==> config.mk <==
export PLATFORM = sky130hd
export DESIGN_NAME = link_packet_framer_fletcher8
export DESIGN_NICKNAME = d
export VERILOG_FILES = /design/src/sv/lpf_pkg.sv /design/src/sv/lpf_engine.sv /design/src/sv/lpf_emitter.sv /design/src/sv/link_packet_framer_fletcher8.sv
export SDC_FILE = /design/constraint.sdc
export NUM_CORES = 1
export LEC_CHECK = 0
export ABC_AREA = 1
export BUFFER_PORTS_ARGS = -buffer_cell sky130_fd_sc_hd__buf_2
export CAP_MARGIN = 20
export CORE_UTILIZATION = 54
export DETAILED_ROUTE_END_ITERATION = 8
export GPL_ROUTABILITY_DRIVEN = 0
export GPL_TIMING_DRIVEN = 0
export PLACE_DENSITY = 0.78
export SLEW_MARGIN = 20
export SYNTH_ARGS = -nofsm -noshare
export SYNTH_HDL_FRONTEND = slang
export SYNTH_SLANG_ARGS = --single-unit
==> constraint.sdc <==
create_clock -name clk -period 4.42 [get_ports clk]
set_input_delay 0.884 -clock clk [delete_from_list [all_inputs] [get_ports clk]]
set_output_delay 0.884 -clock clk [all_outputs]
set_load 0.01 [all_outputs]
==> src/sv/lpf_pkg.sv <==
// ----------------------------------------------------------------------------
// lpf_pkg: shared types and constants of the link packet framer
// Result entry layout, frame descriptor and register indexes.
// ----------------------------------------------------------------------------
package lpf_pkg;

	localparam int unsigned BYTE_W     = 8;
	localparam int unsigned CFG_IDX_W  = 8;
	localparam int unsigned MAX_RES    = 6;
	localparam int unsigned CNT_W      = 3;

	localparam logic [CFG_IDX_W-1:0] REG_START_ONE = 8'd0;
	localparam logic [CFG_IDX_W-1:0] REG_START_TWO = 8'd1;

	localparam logic OP_HEADER  = 1'b0;
	localparam logic OP_PAYLOAD = 1'b1;

	typedef struct packed {
		logic [BYTE_W-1:0] tx_byte;
		logic              frame_end;
		logic              error;
	} result_t;

	typedef struct packed {
		logic [CNT_W-1:0]          count;
		result_t [MAX_RES-1:0]     ent;
	} frame_t;

endpackage

==> src/sv/lpf_engine.sv <==
// ----------------------------------------------------------------------------
// lpf_engine: packet state, checksum and frame builder
// Holds the start bytes, packet state and running sums, and forms the
// results of one input transaction in a single pass.
// ----------------------------------------------------------------------------
module lpf_engine #(
	parameter int unsigned MAX_PAYLOAD = 64
) (
	input  logic                              clk,
	input  logic                              arst_n,
	input  logic                              cfg_valid,
	input  logic [lpf_pkg::CFG_IDX_W-1:0]     cfg_index,
	input  logic [lpf_pkg::BYTE_W-1:0]        cfg_data,
	input  logic                              load,
	input  logic                              operation,
	input  logic [lpf_pkg::BYTE_W-1:0]        packet_type,
	input  logic [lpf_pkg::BYTE_W-1:0]        payload_length,
	input  logic [lpf_pkg::BYTE_W-1:0]        data_byte,
	output lpf_pkg::frame_t                   frame
);

	localparam logic [lpf_pkg::BYTE_W-1:0] MAX_LEN = lpf_pkg::BYTE_W'(MAX_PAYLOAD);

	logic [lpf_pkg::BYTE_W-1:0] start_one_q, start_two_q;
	logic                       open_q;
	logic [lpf_pkg::BYTE_W-1:0] remaining_q, sum_low_q, sum_high_q;

	logic                       hdr_ok, pay_ok, last_byte;
	logic [lpf_pkg::BYTE_W-1:0] hdr_low, hdr_high, pay_low, pay_high;

	always_comb begin
		hdr_ok    = (operation == lpf_pkg::OP_HEADER) && !open_q &&
			(payload_length <= MAX_LEN);
		pay_ok    = (operation == lpf_pkg::OP_PAYLOAD) && open_q;
		last_byte = (remaining_q == lpf_pkg::BYTE_W'(1));
		hdr_low   = packet_type + payload_length;
		hdr_high  = packet_type + hdr_low;
		pay_low   = sum_low_q + data_byte;
		pay_high  = sum_high_q + pay_low;
	end

	always_comb begin
		frame = '0;
		if (hdr_ok) begin
			frame.ent[0] = '{tx_byte: start_one_q, frame_end: 1'b0, error: 1'b0};
			frame.ent[1] = '{tx_byte: start_two_q, frame_end: 1'b0, error: 1'b0};
			frame.ent[2] = '{tx_byte: packet_type, frame_end: 1'b0, error: 1'b0};
			frame.ent[3] = '{tx_byte: payload_length,
				frame_end: (payload_length != '0), error: 1'b0};
			frame.ent[4] = '{tx_byte: hdr_low, frame_end: 1'b0, error: 1'b0};
			frame.ent[5] = '{tx_byte: hdr_high, frame_end: 1'b1, error: 1'b0};
			frame.count  = (payload_length == '0) ? lpf_pkg::CNT_W'(6) :
				lpf_pkg::CNT_W'(4);
		end else if (pay_ok) begin
			frame.ent[0] = '{tx_byte: data_byte, frame_end: !last_byte, error: 1'b0};
			frame.ent[1] = '{tx_byte: pay_low, frame_end: 1'b0, error: 1'b0};
			frame.ent[2] = '{tx_byte: pay_high, frame_end: 1'b1, error: 1'b0};
			frame.count  = last_byte ? lpf_pkg::CNT_W'(3) : lpf_pkg::CNT_W'(1);
		end else begin
			frame.ent[0] = '{tx_byte: '0, frame_end: 1'b1, error: 1'b1};
			frame.count  = lpf_pkg::CNT_W'(1);
		end
	end

	always_ff @(posedge clk or negedge arst_n) begin
		if (!arst_n) begin
			start_one_q <= '0;
			start_two_q <= '0;
		end else if (cfg_valid) begin
			case (cfg_index)
				lpf_pkg::REG_START_ONE: start_one_q <= cfg_data;
				lpf_pkg::REG_START_TWO: start_two_q <= cfg_data;
				default: ;
			endcase
		end
	end

	// advance packet state on accepted transactions only
	always_ff @(posedge clk or negedge arst_n) begin
		if (!arst_n) begin
			open_q      <= 1'b0;
			remaining_q <= '0;
			sum_low_q   <= '0;
			sum_high_q  <= '0;
		end else if (load) begin
			if (hdr_ok) begin
				open_q      <= (payload_length != '0);
				remaining_q <= payload_length;
				sum_low_q   <= hdr_low;
				sum_high_q  <= hdr_high;
			end else if (pay_ok) begin
				open_q      <= !last_byte;
				remaining_q <= remaining_q - lpf_pkg::BYTE_W'(1);
				sum_low_q   <= pay_low;
				sum_high_q  <= pay_high;
			end
		end
	end

endmodule

==> src/sv/lpf_emitter.sv <==
// ----------------------------------------------------------------------------
// lpf_emitter: result register and byte sequencer
// Holds up to six results of one transaction and presents them in order,
// taking the next frame as the last result leaves.
// ----------------------------------------------------------------------------
module lpf_emitter (
	input  logic                        clk,
	input  logic                        arst_n,
	input  logic                        load,
	input  lpf_pkg::frame_t             frame,
	output logic                        can_load,
	output logic                        out_valid,
	input  logic                        out_ready,
	output logic [lpf_pkg::BYTE_W-1:0]  tx_byte,
	output logic                        frame_end,
	output logic                        error
);

	lpf_pkg::result_t [lpf_pkg::MAX_RES-1:0] ent_q;
	logic [lpf_pkg::CNT_W-1:0]               count_q;
	logic                                    pop;

	always_comb begin
		out_valid = (count_q != '0);
		pop       = out_valid && out_ready;
		can_load  = (count_q == '0) ||
			((count_q == lpf_pkg::CNT_W'(1)) && out_ready);
		tx_byte   = ent_q[0].tx_byte;
		frame_end = ent_q[0].frame_end;
		error     = ent_q[0].error;
	end

	always_ff @(posedge clk or negedge arst_n) begin
		if (!arst_n) begin
			count_q <= '0;
		end else if (load) begin
			count_q <= frame.count;
		end else if (pop) begin
			count_q <= count_q - lpf_pkg::CNT_W'(1);
		end
	end

	// shift results down as each result leaves
	always_ff @(posedge clk) begin
		if (load) begin
			ent_q <= frame.ent;
		end else if (pop) begin
			for (int i = 0; i < lpf_pkg::MAX_RES - 1; i++) begin
				ent_q[i] <= ent_q[i+1];
			end
			ent_q[lpf_pkg::MAX_RES-1] <= '0;
		end
	end

endmodule

==> src/sv/link_packet_framer_fletcher8.sv <==
// ----------------------------------------------------------------------------
// link_packet_framer_fletcher8: link packet framer with mod-256 checksum
// Turns header and payload transactions into a framed byte stream.
// ----------------------------------------------------------------------------
// Input channel (in_valid/in_ready): operation selects header or payload
// byte; a header carries packet_type and payload_length, a payload item
// carries data_byte. Output channel (out_valid/out_ready) moves one byte a
// transaction with frame_end on the last byte of an item and error on a
// rejected item (tx_byte zero).
// Configuration (cfg_valid/cfg_ready, cfg_index, cfg_data) sets the two start
// bytes; cfg_ready is always high, unknown indexes are dropped.
// The first byte of an item is registered and appears in the cycle after acceptance.
// An item emits one byte for a payload byte or an error, three for the
// last payload byte, four or six for a header. The six-entry result
// register holds these bytes; the next item is taken in the cycle its
// predecessor's last byte leaves.
// Reset clears the start bytes, packet state, sums and the result count; the result entries are not reset.
// A stalled receiver holds the current byte and, while the register holds
// any result, holds in_ready low.
// ----------------------------------------------------------------------------
module link_packet_framer_fletcher8 #(
	parameter int unsigned MAX_PAYLOAD = 64
) (
	input  logic                          clk,
	input  logic                          arst_n,
	input  logic                          cfg_valid,
	output logic                          cfg_ready,
	input  logic [lpf_pkg::CFG_IDX_W-1:0] cfg_index,
	input  logic [lpf_pkg::BYTE_W-1:0]    cfg_data,
	input  logic                          in_valid,
	output logic                          in_ready,
	input  logic                          operation,
	input  logic [lpf_pkg::BYTE_W-1:0]    packet_type,
	input  logic [lpf_pkg::BYTE_W-1:0]    payload_length,
	input  logic [lpf_pkg::BYTE_W-1:0]    data_byte,
	output logic                          out_valid,
	input  logic                          out_ready,
	output logic [lpf_pkg::BYTE_W-1:0]    tx_byte,
	output logic                          frame_end,
	output logic                          error
);

	lpf_pkg::frame_t frame;
	logic            load;

	assign cfg_ready = 1'b1;
	assign load      = in_valid && in_ready;

	lpf_engine #(
		.MAX_PAYLOAD (MAX_PAYLOAD)
	) u_engine (
		.clk            (clk),
		.arst_n         (arst_n),
		.cfg_valid      (cfg_valid),
		.cfg_index      (cfg_index),
		.cfg_data       (cfg_data),
		.load           (load),
		.operation      (operation),
		.packet_type    (packet_type),
		.payload_length (payload_length),
		.data_byte      (data_byte),
		.frame          (frame)
	);

	lpf_emitter u_emitter (
		.clk       (clk),
		.arst_n    (arst_n),
		.load      (load),
		.frame     (frame),
		.can_load  (in_ready),
		.out_valid (out_valid),
		.out_ready (out_ready),
		.tx_byte   (tx_byte),
		.frame_end (frame_end),
		.error     (error)
	);

endmodule
==> flow_summary.toml <==
[detailed_routing]
vias = 5096
drtIter0Drc = 377
routedWlPerCell_um = 16.3
drt_wl_total_mm = 14.8
drt-pass1-iter-count = 5
drt_drc_violations_left = 0
drt.antenna.violating_nets = 0
vias_per_cell = 5.61

[timing]
tightestPinTransition_ps = 705
hold_violations = 0
period_minus_slack_ps = 3390
setup-tns-final_ps = 0
finalCritPeriodShare = 0.768
setup_violations = 0
final_max_slew_viol_count = 0
fmax_mhz = 295
setup_repair_after_global_routing_missed_its_margin = "false"
finClkSkew_ps = 13.8
fin_ws_ps = 1030
slew_headroom = 0.529

[clock_tree]
holdBufCountCts = 0
buffer_type_at_the_clock_tree_root = "sky130_fd_sc_hd__clkbuf_8"
clk-insertion-delay-late_ps = 370
cts_buffers = 9
h_tree_levels = 3
cts_tree = "done"
cts.clk_slew.worst_paths_ps = 100
cts_setup_buffers = 0
cts_resized = 0
cts_buffer_depth = 2
tritoncts_num_sinks = 99

[cells_and_area]
area_delta_synth_final_pct = 12.5
final_layout_size_suffix_gt1_frac = 0.146
final_common_cell = "sky130_fd_sc_hd__nand2_1"
ant_diodes = 0
final.fill_count = 883
mostFrequentLayoutCells = "sky130_fd_sc_hd__nand2_1 (228), sky130_fd_sc_hd__inv_1 (72), sky130_fd_sc_hd__buf_2 (66)"
nNetsFinal = 851
final_core_util = 0.634

[global_routing]
pin_count_of_the_biggest_net_entering_global_routing = 45
groute.layer.met2.usage = 0.455
global_route.peak_usage_layer = "met2"
grt_pass1_vias = 4920
grt_antenna_before_repair = 0
grt.met1_usage = 0.348
use_met3 = 0.0423
total_routing_usage_gr = 0.275
grt_remaining_overflow = 0
grt_pass1_wl_mm = 23.7

[synth]
ys_seq_area_frac = 0.467
number_of_nets_produced_by_synthesis = 781
synth-warning-count = 0
dominantRegCellSynth = "sky130_fd_sc_hd__edfxtp_1"
synthDistinctLibCells = 39
synth_cells = 698
synth-edff-count = 55
synth_area_per_cell_um2 = 8.45
asyncSetResetFlopFracSynth = 0.444
synth-seq-cells = 99
synth_area_um2 = 5900

[critical_path]
critical_path.cell_chain = "buf_2 -> ha_1 -> inv_1 -> fa_1 -> nand3b_1 -> nand2_1 -> nand2_1 -> a21oi_1 -> o21ai_0 -> nand2_1 -> inv_1 -> ha_1 -> a21oi_1 -> o21ai_0 -> a21oi_1 -> inv_1 -> nand2_1 -> nand3_1 -> nand3_1 -> nand2_1"
timing.setup.critical_path_class = "input port to flop"
required_time_at_the_worst_slack_endpoint_ps = 4690
cp_slowest_stage_delay_ps = 400
reg2reg_depth = 11
critPathArrivalTime_ps = 3660
cp_max_fo = 4
critPathSlowestCell = "sky130_fd_sc_hd__fa_1"
endpoint_kind = "flop"
worstSetupStartpointType = "input port"
critical_path.most_common_cell = "sky130_fd_sc_hd__nand2_1"

[placed_design]
io_buffer_count = 57
post_place_setup_slack_ps = 692
hpwlAfterDp_mm = 10.9

[die]
fp.coreArea_um2 = 10500
boundary_pins = 59
rows = 37
die_h_um = 107
floorplan_die_width_um = 107
design.die.area_um2 = 11300
floorplan.initialDensity = 0.564

[power_and_ir_drop]
p_per_area_nw_per_um2 = 628
peakVddDrop_uv = 249
leakagePower_uw = 0.00327

[job]
number_of_maximum_capacitance_constraint_violations = 0

[worst_hold_path]
worst_hold_path_cell_count = 2
worstHoldPathType = "flop to flop"

[status]
status = "finished, final reports clean"
-- flip-flops by register name, summed over array words and instances (netlist names) --
| signal | flops |
|---|---|
| u_emitter.ent_q | 45 |
| u_emitter.tx_byte | 8 |
| u_engine.remaining_q | 8 |
| u_engine.start_one_q | 8 |
| u_engine.start_two_q | 8 |
| u_engine.sum_high_q | 8 |
| u_engine.sum_low_q | 8 |
| u_emitter.count_q | 3 |
| u_emitter.error | 1 |
| u_emitter.frame_end | 1 |
| u_engine.open_q | 1 |
-- through the flow --
stage | hold WS (ps) | power, uW | area [um^2] | std cells
floorplan | 453 | 3000 | 5900 | 698
global placement | 469 | 3360 | 6360 | 891
detailed placement | 470 | 3510 | 6420 | 893
CTS | 494 | 4140 | 6630 | 909
global route | 515 | 4470 | 6640 | 909
finish | 493 | 4170 | 6640 | 909
-- cell type report --
| type | count | area (um^2) | share of cell area |
|---|---|---|---|
| buffer | 31 | 185 | 0.0279 |
| clock buffer | 11 | 153 | 0.0230 |
| clock inverter | 5 | 60.1 | 0.00905 |
| inverter | 74 | 280 | 0.0422 |
| multi-input combinational | 494 | 2690 | 0.406 |
| sequential | 99 | 2750 | 0.415 |
| tap | 136 | 170 | 0.0256 |
| timing repair buffer | 59 | 343 | 0.0517 |
-- power breakdown --
part / switching (uW) / internal, uW
clock: 323 / 298
sequential: 137 / 1400
combinational: 1230 / 782
total: 1690 / 2480
-- synthesized netlist by cell type, types with 2 or more instances --
cell,n,share of area
sky130_fd_sc_hd__nand2_1,228,0.15
sky130_fd_sc_hd__inv_1,72,0.046
sky130_fd_sc_hd__edfxtp_1,55,0.28
sky130_fd_sc_hd__o21ai_0,47,0.040
sky130_fd_sc_hd__dfrtp_1,44,0.19
sky130_fd_sc_hd__nand3_1,43,0.036
sky130_fd_sc_hd__nor2_1,34,0.022
sky130_fd_sc_hd__ha_1,33,0.070
sky130_fd_sc_hd__a21oi_1,24,0.020
sky130_fd_sc_hd__buf_4,13,0.017
sky130_fd_sc_hd__o21ai_1,12,0.010
sky130_fd_sc_hd__xor2_1,12,0.018
sky130_fd_sc_hd__buf_2,10,0.0085
sky130_fd_sc_hd__o211ai_1,9,0.011
sky130_fd_sc_hd__xnor2_1,9,0.013
sky130_fd_sc_hd__clkbuf_1,7,0.0045
sky130_fd_sc_hd__nand4_1,5,0.0053
sky130_fd_sc_hd__fa_1,4,0.014
sky130_fd_sc_hd__or2_2,4,0.0042
sky130_fd_sc_hd__a22oi_1,3,0.0038
sky130_fd_sc_hd__a31oi_1,3,0.0032
sky130_fd_sc_hd__nand3b_1,3,0.0038
sky130_fd_sc_hd__nor2_8,3,0.010
sky130_fd_sc_hd__nor3_1,3,0.0025
sky130_fd_sc_hd__a21boi_0,2,0.0025
sky130_fd_sc_hd__nand2_2,2,0.0021
sky130_fd_sc_hd__o31ai_1,2,0.0025
-- metal layers --
layer,vias up,part of all wire
li1,2438,-
met1,2394,0.42
met2,225,0.47
met3,39,0.076
met4,0,0.035
met5,-,0
-- cells by family after synthesis --
family,Yosys count,synth area share
buffers and inverters,105,0.0789
other,1,0.000636
flip-flops,99,0.467
AO/OA/AOI/OAI,107,0.104
XOR/XNOR,21,0.0312
adder cells (fa/ha/maj),37,0.0836
AND/OR/NAND/NOR,328,0.235
-- critical path, delay by kind of cell --
kind / cells / cell delay [ps]
compound gates: 5 / 740
buf+inv: 4 / 320
fa+ha+maj: 3 / 900
simple gates: 8 / 810
-- worst paths after layout --
check	from	endpoint	slack [ps]
min in group asynchronous	arst_n	u_engine.start_two_q[0]	530
worst max register to register	u_engine.sum_low_q[0]	u_emitter.ent_q[28]	1510
max in group asynchronous	arst_n	u_engine.sum_low_q[3]	3450
worst max-delay path	packet_type[0]	u_engine.sum_high_q[7]	1030
worst min register to register	u_engine.sum_low_q[0]	u_engine.sum_low_q[0]	490
worst min-delay path	u_engine.sum_low_q[0]	u_engine.sum_low_q[0]	490
(Power assumes the default switching activity.)
